===== src/rtl/core/square_wave_tone_channel_unit_defines.svh =====
// Assertion helpers for the tone channel, clocked on aclk, off during reset.
`ifndef SQUARE_WAVE_TONE_CHANNEL_UNIT_DEFINES_SVH
`define SQUARE_WAVE_TONE_CHANNEL_UNIT_DEFINES_SVH

// Same-cycle implication.
`define SWT_ASSERT_NOW(lbl, ante, cons, msg) \
    lbl: assert property (@(posedge aclk) disable iff (!aresetn) (ante) |-> (cons)) \
        else $error(msg);

// Next-cycle implication.
`define SWT_ASSERT_NEXT(lbl, ante, cons, msg) \
    lbl: assert property (@(posedge aclk) disable iff (!aresetn) (ante) |=> (cons)) \
        else $error(msg);

`endif


===== src/rtl/core/swt_pkg.sv =====
package swt_pkg;

    typedef enum logic [2:0] {
        ACT_WRITE   = 3'd0,
        ACT_TICK    = 3'd1,
        ACT_QUARTER = 3'd2,
        ACT_HALF    = 3'd3,
        ACT_ENABLE  = 3'd4
    } action_t;

    typedef enum logic [1:0] {
        REG_CTRL  = 2'd0,
        REG_SWEEP = 2'd1,
        REG_LO    = 2'd2,
        REG_HI    = 2'd3
    } reg_sel_t;

    typedef struct packed {
        logic enabled;
        logic env_start;
        logic negate;
        logic sweep_reload;
        logic sweep_en;
        logic const_vol;
        logic halt;
    } ctrl_flags_t;

    localparam logic [10:0] PERIOD_MAX = 11'h7FF;
    localparam logic [10:0] PERIOD_MIN = 11'd8;
    localparam logic [3:0]  ENV_TOP    = 4'hF;

    localparam logic [7:0] DUTY_TABLE [4] = '{8'h02, 8'h06, 8'h1E, 8'hF9};

    localparam logic [7:0] LENGTH_TABLE [32] = '{
        8'd10,  8'd254, 8'd20, 8'd2,  8'd40, 8'd4,  8'd80, 8'd6,
        8'd160, 8'd8,   8'd60, 8'd10, 8'd14, 8'd12, 8'd26, 8'd14,
        8'd12,  8'd16,  8'd24, 8'd18, 8'd48, 8'd20, 8'd96, 8'd22,
        8'd192, 8'd24,  8'd72, 8'd26, 8'd16, 8'd28, 8'd32, 8'd30
    };

endpackage


===== src/rtl/core/square_wave_tone_channel_unit.sv =====
// An accepted transaction waits in the input register; when it advances (result register
// empty or m_axis_tready), the result register loads and the result is on m_axis.
// Throughput: one transaction per cycle unless m_axis stalls; input and result stages
// with a short state-update path between, channel state written as the result loads.
// Reset: aresetn is synchronous, active low; clears handshake state, channel state
// (envelope level to 15) and the negate-mode register. Payload registers are not reset.
module square_wave_tone_channel_unit
    import swt_pkg::*;
(
    input  logic        aclk,
    input  logic        aresetn,

    // Configuration: first_channel_negate
    input  logic        cfg_valid,
    output logic        cfg_ready,
    input  logic        cfg_data,

    // Input transactions
    input  logic        s_axis_tvalid,
    output logic        s_axis_tready,
    input  logic [15:0] s_axis_tdata,  // [1:0] reg_index, [9:2] write_value,
                                       // [10] enable_value, [15:11] zero
    input  logic [2:0]  s_axis_tuser,  // [2:0] action

    // Result transactions
    output logic        m_axis_tvalid,
    input  logic        m_axis_tready,
    output logic [7:0]  m_axis_tdata   // [3:0] level, [4] length_active,
                                       // [5] channel_on, [7:6] zero
);

    // ---------------------------------------------------------------
    // Handshake and pipeline control
    // ---------------------------------------------------------------
    logic        in_valid_reg;
    logic [2:0]  in_action_reg;
    logic [1:0]  in_index_reg;
    logic [7:0]  in_wval_reg;
    logic        in_en_reg;

    logic        out_valid_reg;
    logic [3:0]  out_level_reg;
    logic        out_length_reg;
    logic        out_on_reg;

    logic        advance;   // input stage item is processed this cycle
    logic        s_fire;

    assign advance       = in_valid_reg && (!out_valid_reg || m_axis_tready);
    assign s_axis_tready = !in_valid_reg || advance;
    assign s_fire        = s_axis_tvalid && s_axis_tready;

    assign m_axis_tvalid = out_valid_reg;
    assign m_axis_tdata  = {2'b00, out_on_reg, out_length_reg, out_level_reg};

    // The user changes config only while idle (the block does not enforce it), so it needs no back-pressure.
    assign cfg_ready = 1'b1;

    logic negate_mode_reg;

    always_ff @(posedge aclk) begin
        if (!aresetn) begin
            negate_mode_reg <= 1'b0;
        end else if (cfg_valid && cfg_ready) begin
            negate_mode_reg <= cfg_data;
        end
    end

    always_ff @(posedge aclk) begin
        if (!aresetn) begin
            in_valid_reg <= 1'b0;
        end else if (s_axis_tready) begin
            in_valid_reg <= s_axis_tvalid;
        end
    end

    always_ff @(posedge aclk) begin
        if (s_fire) begin
            in_action_reg <= s_axis_tuser;
            in_index_reg  <= s_axis_tdata[1:0];
            in_wval_reg   <= s_axis_tdata[9:2];
            in_en_reg     <= s_axis_tdata[10];
        end
    end

    // ---------------------------------------------------------------
    // Channel state
    // ---------------------------------------------------------------
    logic [10:0] countdown_reg,  countdown_next;
    logic [10:0] period_reg,     period_next;
    logic [2:0]  duty_step_reg,  duty_step_next;
    logic [1:0]  duty_sel_reg,   duty_sel_next;
    logic [7:0]  length_reg,     length_next;
    logic [3:0]  volume_reg,     volume_next;
    logic [3:0]  env_div_reg,    env_div_next;
    logic [3:0]  env_level_reg,  env_level_next;
    logic [2:0]  sw_shift_reg,   sw_shift_next;
    logic [2:0]  sw_period_reg,  sw_period_next;
    logic [2:0]  sw_div_reg,     sw_div_next;
    ctrl_flags_t flags_reg,      flags_next;

    always_comb begin
        logic [10:0] change;
        logic [11:0] target;
        logic [10:0] dec;

        countdown_next = countdown_reg;
        period_next    = period_reg;
        duty_step_next = duty_step_reg;
        duty_sel_next  = duty_sel_reg;
        length_next    = length_reg;
        volume_next    = volume_reg;
        env_div_next   = env_div_reg;
        env_level_next = env_level_reg;
        sw_shift_next  = sw_shift_reg;
        sw_period_next = sw_period_reg;
        sw_div_next    = sw_div_reg;
        flags_next     = flags_reg;

        change = period_reg >> sw_shift_reg;
        target = {1'b0, period_reg} + {1'b0, change};
        dec    = change + {10'd0, negate_mode_reg};

        if (advance) begin
            unique case (action_t'(in_action_reg))
                ACT_WRITE: begin
                    unique case (reg_sel_t'(in_index_reg))
                        REG_CTRL: begin
                            duty_sel_next       = in_wval_reg[7:6];
                            flags_next.halt     = in_wval_reg[5];
                            flags_next.const_vol = in_wval_reg[4];
                            volume_next         = in_wval_reg[3:0];
                        end
                        REG_SWEEP: begin
                            flags_next.sweep_en     = in_wval_reg[7];
                            flags_next.negate       = in_wval_reg[3];
                            sw_period_next          = in_wval_reg[6:4];
                            sw_shift_next           = in_wval_reg[2:0];
                            flags_next.sweep_reload = 1'b1;
                        end
                        REG_LO: begin
                            period_next[7:0] = in_wval_reg;
                        end
                        REG_HI: begin
                            period_next[10:8]    = in_wval_reg[2:0];
                            flags_next.env_start = 1'b1;
                            duty_step_next       = 3'd0;
                            if (flags_reg.enabled) begin
                                length_next = LENGTH_TABLE[in_wval_reg[7:3]];
                            end
                        end
                    endcase
                end
                ACT_TICK: begin
                    if (countdown_reg == '0) begin
                        countdown_next = period_reg;
                        duty_step_next = duty_step_reg + 3'd1;
                    end else begin
                        countdown_next = countdown_reg - 11'd1;
                    end
                end
                ACT_QUARTER, ACT_HALF: begin
                    // Envelope
                    if (flags_reg.env_start) begin
                        flags_next.env_start = 1'b0;
                        env_div_next         = volume_reg;
                        env_level_next       = ENV_TOP;
                    end else if (env_div_reg == '0) begin
                        env_div_next = volume_reg;
                        if (env_level_reg != '0) begin
                            env_level_next = env_level_reg - 4'd1;
                        end else if (flags_reg.halt) begin
                            env_level_next = ENV_TOP;
                        end
                    end else begin
                        env_div_next = env_div_reg - 4'd1;
                    end

                    if (action_t'(in_action_reg) == ACT_HALF) begin
                        // Length counter
                        if (length_reg != '0 && !flags_reg.halt) begin
                            length_next = length_reg - 8'd1;
                        end
                        // Sweep
                        if (sw_div_reg == '0 && flags_reg.sweep_en && sw_shift_reg != '0) begin
                            if (flags_reg.negate) begin
                                if (period_reg >= PERIOD_MIN) begin
                                    period_next = period_reg - dec;
                                end
                            end else if (!target[11] && period_reg >= PERIOD_MIN) begin
                                period_next = target[10:0];
                            end
                        end
                        if (flags_reg.sweep_reload) begin
                            sw_div_next             = sw_period_reg;
                            flags_next.sweep_reload = 1'b0;
                        end else if (sw_div_reg == '0) begin
                            sw_div_next = sw_period_reg;
                        end else begin
                            sw_div_next = sw_div_reg - 3'd1;
                        end
                    end
                end
                ACT_ENABLE: begin
                    flags_next.enabled = in_en_reg;
                    if (!in_en_reg) begin
                        length_next = '0;
                    end
                end
                default: begin
                    // unused action codes leave the state alone
                end
            endcase
        end
    end

    // Gated output from the post-update state
    logic [3:0] level_next;

    always_comb begin
        logic [11:0] mute_target;
        logic        duty_bit;

        duty_bit    = DUTY_TABLE[duty_sel_next][duty_step_next];
        mute_target = {1'b0, period_next} + {1'b0, period_next >> sw_shift_next};
        if (!duty_bit || (!flags_next.negate && mute_target[11]) ||
            length_next == '0 || period_next < PERIOD_MIN) begin
            level_next = '0;
        end else if (flags_next.const_vol) begin
            level_next = volume_next;
        end else begin
            level_next = env_level_next;
        end
    end

    always_ff @(posedge aclk) begin
        if (!aresetn) begin
            countdown_reg <= '0;
            period_reg    <= '0;
            duty_step_reg <= '0;
            duty_sel_reg  <= '0;
            length_reg    <= '0;
            volume_reg    <= '0;
            env_div_reg   <= '0;
            env_level_reg <= ENV_TOP;
            sw_shift_reg  <= '0;
            sw_period_reg <= '0;
            sw_div_reg    <= '0;
            flags_reg     <= '0;
        end else begin
            countdown_reg <= countdown_next;
            period_reg    <= period_next;
            duty_step_reg <= duty_step_next;
            duty_sel_reg  <= duty_sel_next;
            length_reg    <= length_next;
            volume_reg    <= volume_next;
            env_div_reg   <= env_div_next;
            env_level_reg <= env_level_next;
            sw_shift_reg  <= sw_shift_next;
            sw_period_reg <= sw_period_next;
            sw_div_reg    <= sw_div_next;
            flags_reg     <= flags_next;
        end
    end

    // ---------------------------------------------------------------
    // Result register
    // ---------------------------------------------------------------
    always_ff @(posedge aclk) begin
        if (!aresetn) begin
            out_valid_reg <= 1'b0;
        end else if (advance) begin
            out_valid_reg <= 1'b1;
        end else if (m_axis_tready) begin
            out_valid_reg <= 1'b0;
        end
    end

    always_ff @(posedge aclk) begin
        if (advance) begin
            out_level_reg  <= level_next;
            out_length_reg <= (length_next != '0);
            out_on_reg     <= flags_next.enabled;
        end
    end

    // ---------------------------------------------------------------
    // Checks
    // ---------------------------------------------------------------
`include "square_wave_tone_channel_unit_defines.svh"

    `SWT_ASSERT_NOW(a_stall_blocks_input, in_valid_reg && out_valid_reg && !m_axis_tready, !s_axis_tready, "input taken while pipeline stalled")
    `SWT_ASSERT_NEXT(a_disable_clears_len, advance && in_action_reg == ACT_ENABLE && !in_en_reg, length_reg == '0, "disable did not clear length")
    `SWT_ASSERT_NOW(a_level_needs_length, out_valid_reg && out_level_reg != '0, out_length_reg, "nonzero level with zero length")
    `SWT_ASSERT_NEXT(a_result_follows, advance, out_valid_reg, "processed item produced no result")

endmodule


===== config.mk =====
export PLATFORM = sky130hd
export DESIGN_NAME = square_wave_tone_channel_unit
export DESIGN_NICKNAME = d
export VERILOG_FILES = /design/src/rtl/core/swt_pkg.sv /design/src/rtl/core/square_wave_tone_channel_unit.sv
export VERILOG_INCLUDE_DIRS = /design/src /design/src/rtl/core
export SDC_FILE = /design/constraint.sdc
export NUM_CORES = 1
export LEC_CHECK = 0
export BUFFER_PORTS_ARGS = -buffer_cell sky130_fd_sc_hd__buf_4
export CORE_MARGIN = 4
export CORE_UTILIZATION = 43
export DETAILED_ROUTE_END_ITERATION = 7
export GPL_TIMING_DRIVEN = 0
export MAX_ROUTING_LAYER = met4
export PLACE_DENSITY_LB_ADDON = 0.3
export SYNTH_ARGS = -nofsm -noshare
export SYNTH_HDL_FRONTEND = slang
export SYNTH_SLANG_ARGS = --single-unit

===== constraint.sdc =====
create_clock -name aclk -period 5.9 [get_ports aclk]
set_clock_uncertainty 0.2 [all_clocks]
set_input_delay 0.59 -clock aclk [delete_from_list [all_inputs] [get_ports aclk]]
set_output_delay 0.59 -clock aclk [all_outputs]
set_load 0.01 [all_outputs]

; ---- Yosys cells after proc, flatten, opt, wreduce, memory -nomap -nowiden
; Memories as Yosys holds them, arrays and structs flattened.
; Index checks and enable logic that the tools add are counted.
[classes]
addsub = 10
mul = 0
div = 0
n_lt_le_gt_ge = 5
eq_ne = 10
shifts = 2
n_mux = 60
bitwise = 2
reduce_logical = 38
[ops]
columns = cell, count
row1 = 8-bit 2-to-1 mux, 11
row2 = 11-bit 2-to-1 mux, 7
row3 = 4-bit 2-to-1 mux, 12
row4 = 3-bit 2-to-1 mux, 11
row5 = 11-bit by 11-bit adder with 12-bit output, 2
row6 = 8-bit case mux with 3 select lines, 1
row7 = 11-bit case mux with 2 select lines, 1
row8 = 11-bit by 3-bit >> shifter with 11-bit output, 2
row9 = 8-bit binary-select mux with 2-bit select, 1
row10 = 8-bit nonzero test, 2
row11 = 3-bit AND reduction, 4
row12 = 11-bit by 1-bit adder with 11-bit output, 1
row13 = 11-bit by 4-bit >= comparator with 1-bit output (second input constant), 1
row14 = 11-bit logical NOT, 1
row15 = 11-bit by 4-bit less-than comparator with 1-bit output (second input constant), 1
row16 = 11-bit by 1-bit subtractor with 11-bit output (second input constant), 1
row17 = 11-bit subtractor, 1
row18 = 8-bit logical NOT, 1
row19 = 2-bit 2-to-1 mux, 4
row20 = 4-bit by 1-bit subtractor with 4-bit output (second input constant), 2
row21 = 8-bit by 1-bit subtractor with 8-bit output (second input constant), 1
row22 = 1-bit logical AND, 7
row23 = 1-bit 2-to-1 mux, 7
row24 = 7-bit 2-to-1 mux, 1
row25 = other kinds (28), 44
[totals]
reg_bits = 86
latchBits = 0
ram_bits = 0
romBits = 256
input_bits = 25
out_inout_bits = 11
elab_cells = 156
n_memories = 1
[mem_list]
columns = memory, depth, word_bits, read_ports, rd_clocked_by_memory_dff, wr, line_no
row1 = (name not given), 32, 8, 1, 0, 0, square_wave_tone_channel_unit.sv:149  ; length_next = LENGTH_TABLE[in_wval_reg[7:3]];

; ---- Depth between registers and ports, before layout
; Gate-level depths: netlist of run 1.
[logic_depth]
word_depth = 16
mapped_depth = 26

; ---- Least setup slack after synthesis of run 1
; Ideal clock, no wire load.
[synth_timing]
path_kind = register -> register
startpoint = register sw_shift_reg[1]
endpoint = register out_level_reg[0] (data pin)
setup_ps = 176
arrival_time_ps = 5519
slack_ps = 5
stages_incl_launch_ff = 27
path_buffers = 2
period_less_slack_ps = 5895
path_cell_list = dfxtp_1 > clkbuf_1 > clkbuf_1 > mux2i_1 > nand2_1 > nand2_1 > o21ai_0 > ha_1 > inv_1 > ha_1 > a21o_1 > a31o_2 > a41oi_1 > xnor2_1 > a211oi_1 > o31a_1 > a221o_1 > or2_0 > a22oi_1 > ha_1 > a211oi_1 > o21ai_0 > a31o_2 > a21o_1 > o31ai_1 > a41oi_1 > nor4_1
[synth_between]
elab_chain_cells = 16
[synth_rtl]
columns = item, line_no
row1 = start: declaration, square_wave_tone_channel_unit.sv:97  ; logic [2:0] sw_shift_reg, sw_shift_next;
row2 = start signal: assignment, square_wave_tone_channel_unit.sv:259  ; sw_shift_reg <= sw_shift_next;
row3 = branches (longest 15 deep; another with 11-bit by 11-bit adder with 12-bit output), n/a
row4 = 1-bit logical OR *, square_wave_tone_channel_unit.sv:227  ; length_next == '0 || period_next < PERIOD_MIN) begin
row5 = end signal: assignment, square_wave_tone_channel_unit.sv:281  ; out_level_reg <= level_next;
row6 = end: declaration, square_wave_tone_channel_unit.sv:42  ; logic [3:0] out_level_reg;
; Mark *: on every way between the ends.
; A chain may end at the register's enable or synchronous reset.

; ---- Worst setup path after layout of run 1
[layout_timing]
startpoint = register sw_shift_reg[1]
endpoint = register out_level_reg[3] (data pin)
; The elaborated chain is that of the path after synthesis.

==> out/results.tsv, run 1 <==
stage	metric	value	unit
global_route	antenna_found_initial	1	
layout	antennaDiodeCount	0	
global_route	grt_pass1_wl	38200	µm
synthesis	syn_inst	960	
route	finalWirelength	25300	µm
worst_setup_path	critical_path_class	flip-flop to flip-flop	
worst_hold_path	hold-path-endpoint	in_action_reg[0]	
floorplanning	core	0.0172	mm²
worst_setup_path	path_max_fanout	6	
worst_setup_path	cp-end-kind	flip-flop	
sta	finalCritPeriodShare	1.02	
floorplanning	fp.dieH	140	µm
floorplanning	start_util	0.436	
route	drt_iter0_drc	710	
run_status	status	finished with violations	
layout	nets	1127	
pwr	peakVddDrop	0.184	mV
worst_hold_path	holdCritPathClass	primary input to flip-flop	
sta	rsz0062_at_grt	true	
cts	htreeDepth	3	
cts	clock_path_buffers	2	
flow_run	drv_cap	0	
layout	fin_area	0.00937	mm²
sta	final-setup-viol-count	2	
worst_setup_path	crit_required	5890	ps
synthesis	synth_area_per_cell	7.84	µm²
pwr	p_leak	3.67	nW
route	vias	7741	
layout	post-route-util	0.544	
synthesis	synth_seq_cells	86	
worst_setup_path	max_stage_delay	450	ps
cts	cts.sinks	86	
worst_setup_path	arrival	5980	ps
floorplanning	die_w	140	µm
global_route	grtUsageTotal	0.250	
synthesis	synthFlopType	dfxtp_1	
synthesis	async_reset_ff_frac	0	
placement	hpwl	17800	µm
sta	layout_setup_ws	-94.8	ps
worst_setup_path	r2r_end	out_level_reg[3]	
layout	drive_gt1_frac	0.229	
layout	synthToLayoutAreaGrowth	24.6	%
floorplanning	num_rows	48	
cts	cts_buffers	9	
placement	io_buffers	26	
sta	relSlewSlack	0.161	
cts	clockRootBuffer	clkbuf_16	
sta	holdWs	214	ps
synthesis	yosysSeqAreaShare	0.255	
route	drc	0	
sta	post-route-min-period	5990	ps
pwr	power_density	152	mW/mm²
cts	cts_tree	yes	
route	antenna_left	0	
worst_setup_path	cp-start-kind	flip-flop	
layout	final_cell_mix	nand2_1, buf_4, a21oi_1	
synthesis	synth_area	0.00752	mm²
layout	final_cells	1274	
run_status	violations	negative setup slack	
global_route	grt.overflow.total	0	
worst_hold_path	hold_start	s_axis_tuser[0]	
cts	clkLatencyLatePin	350	ps
worst_setup_path	reg2reg_slack	-90	ps
sta	max_freq	167	MHz
global_route	grt_pass1_vias	7127	
sta	slew_viol_final	0	
route	viasPerCell	6.08	
placement	dp.cells	1212	
global_route	grt_max_degree	16	
sta	hold_viol_final	0	
floorplanning	io-pin-count	36	
synthesis	ys_types	83	
worst_setup_path	cp_slowest_cell	fa_1	
placement	place.gp.congestion	0.978	
sta	tightest_slew	1250	ps
synthesis	synth_warnings	0	
layout	final_common_cell	nand2_1	
placement	place_area	0.00800	mm²
worst_hold_path	hold_depth	1	
floorplanning	fp.dieArea	0.0197	mm²
worst_setup_path	r2r-start	sw_shift_reg[1]	
worst_setup_path	r2r_cells	27	
cts	clk_pin_slew	70	ps
route	wl_per_cell	19.9	µm
route	drt_first_pass_iters	5	
synthesis	synth_edf_count	20	
where the power goes:
| part | total, mW | switching, mW | internal [mW] |
|---|---|---|---|
| Clock | 0.580 | 0.244 | 0.336 |
| Combinational | 0.211 | 0.125 | 0.0855 |
| Sequential | 0.629 | 0.0168 | 0.612 |
critical path, delay by kind of cell (launching register included):
kind            cells  cell delay [ps]
compound gates     16             2800
fa+ha+maj           3              950
flops               1              430
mux                 2              570
buf+inv             3              480
simple gates        3              370
synth_stat cells, types with 8 or more instances:
| library cell | instances | area, µm² |
|---|---|---|
| o22ai_1 | 8 | 50.1 |
| a21oi_1 | 73 | 365 |
| and2_1 | 28 | 175 |
| and3_1 | 11 | 68.8 |
| ha_1 | 55 | 688 |
| nor3_1 | 34 | 170 |
| a21boi_0 | 9 | 67.6 |
| nand2_1 | 77 | 289 |
| or3_1 | 8 | 50.1 |
| mux2_2 | 14 | 158 |
| a211oi_1 | 14 | 105 |
| o21ai_0 | 57 | 285 |
| nor2_1 | 62 | 233 |
| buf_2 | 8 | 40.0 |
| nand2b_1 | 13 | 81.3 |
| nor2b_1 | 40 | 250 |
| dfxtp_1 | 66 | 1320 |
| nand3_1 | 31 | 155 |
| a31oi_1 | 15 | 93.8 |
| edfxtp_1 | 20 | 601 |
| o31ai_1 | 9 | 67.6 |
| inv_1 | 65 | 244 |
| xnor2_1 | 9 | 78.8 |
| o211ai_1 | 11 | 82.6 |
| clkbuf_1 | 43 | 161 |
| mux2i_1 | 25 | 250 |
| nor4_1 | 15 | 93.8 |
final cells by class:
cell class              instances  area, µm²
fillers                      1593       7860
repair buffers                 74        581
plain buffers                  56        289
clock buffers                  12        279
flip-flops and latches         86       1950
well taps                     225        282
multi-input cells             752       5720
clock inverters                 4       26.3
inverters                      65        248
metrics by stage:
| stage | TNS, ps | setup WS, ps | power [mW] |
|---|---|---|---|
| floorplan | 0 | 4.81 | 0.759 |
| CTS | -14.7 | -14.7 | 1.41 |
| global route | -842 | -285 | 1.47 |
| finish | -111 | -94.8 | 1.42 |
| global placement | -4980 | -1270 | 0.819 |
| detailed placement | -5230 | -1340 | 0.821 |
how the worst max path moves through the flow:
stage / startpoint / to / slack (ps) / cells past startpoint
floorplan: sw_shift_reg[1] / out_level_reg[0] / 5 / 26
CTS: sw_shift_reg[1] / out_level_reg[3] / -10 / 25
global placement: sw_shift_reg[1] / out_level_reg[3] / -1270 / 24
global route: sw_shift_reg[1] / out_level_reg[3] / -280 / 27
detailed placement: sw_shift_reg[1] / out_level_reg[3] / -1340 / 24
finish: sw_shift_reg[1] / out_level_reg[3] / -90 / 27
kinds of logic (layout without fill, tap and decap cells):
family | count (synthesis) | after routing | synth area share
simple gates | 347 | 347 | 0.239
compound gates | 290 | 290 | 0.265
buf+inv | 123 | 211 | 0.0652
flops | 86 | 86 | 0.255
fa+ha+maj | 58 | 58 | 0.0995
mux | 41 | 41 | 0.0602
xor+xnor | 13 | 13 | 0.0151
other cells | 2 | 3 | 0.000998
timing repair:
item,CTS,global route
endpoints found under the setup margin,4,4
gates resized for setup,86,88
pin swaps,36,36
cloned,0,1
hold buffers,0,0
setup buffers,31,16
metal layers:
metal	global-route usage	up-vias	share of wire	wire length [µm]
li1	-	3697	-	-
met4	0.0801	0	0.026	669
met1	0.339	3667	0.44	11200
met5	-	-	0	0
met2	0.368	318	0.45	11300
met3	0.0587	59	0.083	2100
(Power assumes the default switching activity.)
==> run 2: changes to the inputs <==
--- a/config.mk
+++ b/config.mk
@@ -6,10 +6,9 @@
 export SDC_FILE = /design/constraint.sdc
 export NUM_CORES = 1
 export LEC_CHECK = 0
-export BUFFER_PORTS_ARGS = -buffer_cell sky130_fd_sc_hd__buf_4
-export CORE_MARGIN = 4
 export CORE_UTILIZATION = 43
 export DETAILED_ROUTE_END_ITERATION = 7
+export DONT_BUFFER_PORTS = 1
 export GPL_TIMING_DRIVEN = 0
 export MAX_ROUTING_LAYER = met4
 export PLACE_DENSITY_LB_ADDON = 0.3
==> run 2 against run 1 <==
Net effect:
- the run still ends with negative setup slack left
- die area shrank 8.4%
- worst hold slack lost 86 ps
- core utilization shrank 1.1 points
- combinational power shrank 9.5%
- wire length shrank 5.1%
- register-to-register slack gained 70 ps
- non-clock buffer count shrank 37
==> out/results.tsv, run 2 (synthesized netlist as in run 1, its figures left out) <==
stage	metric	value	unit	change
run_status	status	finished with violations		
run_status	violations	negative setup slack		
worst_setup_path	r2r-start	sw_shift_reg[1]		
placement	io_buffers	0		-100%
cts	clock_path_buffers	2		unchanged
pwr	peakVddDrop	0.160	mV	-13%
floorplanning	fp.dieH	134	µm	-4.3%
pwr	clockPowerShare	0.421		+0.013
worst_setup_path	critical_path_class	flip-flop to flip-flop		
worst_hold_path	holdCritPathClass	primary input to flip-flop		
route	drt_iter0_drc	671		-5.5%
sta	final-setup-viol-count	3		+1
global_route	antenna_found_initial	0		-1
pwr	p_sw	0.391	mW	+1.4%
placement	place.gp.congestion	0.968		-1.0%
layout	fin_area	0.00895	mm²	-4.5%
floorplanning	num_rows	47		-2.1%
flow_run	drv_cap	0		unchanged
floorplanning	io-pin-count	36		unchanged
pwr	power_density	158	mW/mm²	+4.5%
sta	slew_viol_final	0		unchanged
worst_setup_path	arrival	5910	ps	-70 ps
cts	cts.sinks	86		unchanged
route	finalWirelength	24000	µm	-5.1%
cts	clkLatencyLatePin	350	ps	about the same
route	viasPerCell	6.14		+1.1%
layout	nets	1090		-3.3%
global_route	grt-busiest-layer	met2		
layout	drive_gt1_frac	0.183		-0.0460
floorplanning	die_w	134	µm	-4.3%
route	drt_first_pass_iters	5		unchanged
cts	htreeDepth	3		unchanged
global_route	grt_pass1_wl	37300	µm	-2.3%
cts	clockRootBuffer	clkbuf_16		
sta	relSlewSlack	0.181		+0.0201
pwr	seq_power_share	0.444		about the same
route	antenna_left	0		unchanged
cts	cts_tree	yes		
global_route	use_met2	0.397		+0.0293
sta	finalCritPeriodShare	1.00		-0.0118
sta	holdWs	128	ps	-86.2 ps
global_route	grt_max_degree	16		unchanged
pwr	total_power	1.42	mW	-0.16%
route	drc	0		unchanged
layout	multi_input_area	0.00558	mm²	-2.4%
worst_setup_path	path_max_fanout	8		+2
layout	post-route-util	0.532		-0.0114
cts	clk_pin_slew	70	ps	about the same
route	wl_per_cell	19.5	µm	-1.8%
layout	fillCellCount	1598		+0.31%
layout	final_common_cell	nand2_1		
placement	place_area	0.00780	mm²	-2.5%
sta	layout_setup_ws	-25.2	ps	+69.6 ps
pwr	combPwrFrac	0.135		-0.013
layout	synthToLayoutAreaGrowth	19.0	%	
global_route	grtUsageMet3	0.0650		+0.00628
pwr	internal-power	1.03	mW	-0.74%
cts	cts_hold_buf	0		unchanged
sta	max_freq	169	MHz	+1.2%
layout	regArea	0.00195	mm²	about the same
worst_hold_path	hold_start	s_axis_tdata[2]		
floorplanning	start_util	0.447		+0.0108
floorplanning	core	0.0168	mm²	-2.4%
cts	cts_buffers	9		unchanged
layout	antennaDiodeCount	0		unchanged
global_route	grt.overflow.total	0		unchanged
pwr	p_leak	3.46	nW	-5.5%
placement	post-place-ws	-1260	ps	+82.0 ps
worst_setup_path	cp-start-kind	flip-flop		
global_route	grtUsageTotal	0.274		+0.0247
global_route	met1_usage	0.367		+0.0284
global_route	grt_pass1_vias	6947		-2.5%
sta	post-route-min-period	5930	ps	-69.6 ps
route	vias	7565		-2.3%
sta	hold_viol_final	0		unchanged
sta	rsz0062_at_grt	true		
worst_setup_path	cp-end-kind	flip-flop		
floorplanning	fp.dieArea	0.0180	mm²	-8.4%
placement	hpwl	17300	µm	-2.9%
pwr	netSwitchingFraction	0.276		+0.00424
worst_setup_path	crit_required	5890	ps	about the same
sta	tightest_slew	1220	ps	-29.9 ps
worst_setup_path	worstSetupStartpoint	sw_shift_reg[1]		
layout	final_cell_mix	nand2_1, a21oi_1, inv_1		
-- run 2: cell types whose count changed in the layout (fill, tap and decap cells not counted), moves of 3 or more --
cell	change
buf_4	-35
a21oi_1	+3
a21oi_2	-3
buf_6	-3
ha_4	-3
mux2i_2	-3
-- run 2: metal layers --
layer / wire length [µm] / vias to the layer above / part of all wire
li1: - / 3614 / -
met1: 10800 / 3545 / 0.45
met2: 10500 / 351 / 0.44
met3: 2110 / 55 / 0.088
met4: 610 / 0 / 0.025
met5: 0 / - / 0
-- run 2: worst paths after layout --
check,slack [ps],endpoint,cells past startpoint
worst min-delay path,130,in_wval_reg[0],0
worst max register to register,-30,out_level_reg[3],26
worst min register to register,280,countdown_reg[1],2
worst max-delay path,-30,out_level_reg[3],26
-- run 2: area by class of cell --
cell class                 count  share of cell area
buffer                        56              0.0307
clock inverter                 6             0.00783
inverter                      65              0.0277
tap                          220              0.0307
clock buffer                  10              0.0267
timing repair buffer          37              0.0352
multi-input combinational    752               0.624
sequential                    86               0.217
-- run 2: per-stage QoR --
stage / setup TNS, ps / cells
after floorplan: 0 / 961
after global placement: -4880 / 1181
after detailed placement: -4940 / 1181
after CTS: 0 / 1217
after global routing: -1000 / 1232
final: -51.5 / 1232
-- run 2: timing repair --
item                                    in CTS  in global routing
buffers inserted                            22                 14
endpoints found under the setup margin       4                  4
gates cloned                                 0                  1
resized for setup                           72                 65
endpoints found under the hold margin        0                  0
pin swaps                                   23                 19
-- run 2: critical path: stages, from the launching register on --
cell,delay [ps]
dfxtp_4,480
buf_6,160
nand2_1,60
o21ai_2,70
a21oi_1,90
o21a_1,200
fa_1,540
inv_1,70
ha_2,160
o21a_1,210
o31a_1,300
a221oi_4,310
mux2_4,350
a31oi_4,240
a21oi_2,100
a21o_1,190
mux2i_2,200
a22oi_2,110
ha_1,340
a211oi_2,180
o21ai_1,90
a31o_2,210
a21o_1,210
nor2b_2,180
a41oi_4,140
buf_12,170
nor4_2,190
-- run 2: power by group through the flow --
stage                     combinational (mW)  clock (mW)  sequential [mW]
after global routing                   0.205       0.622            0.631
final                                  0.191       0.597            0.630
after global placement                 0.163           0            0.644
after detailed placement               0.163           0            0.645
after floorplan                        0.122           0            0.637
after CTS                              0.175       0.601            0.629
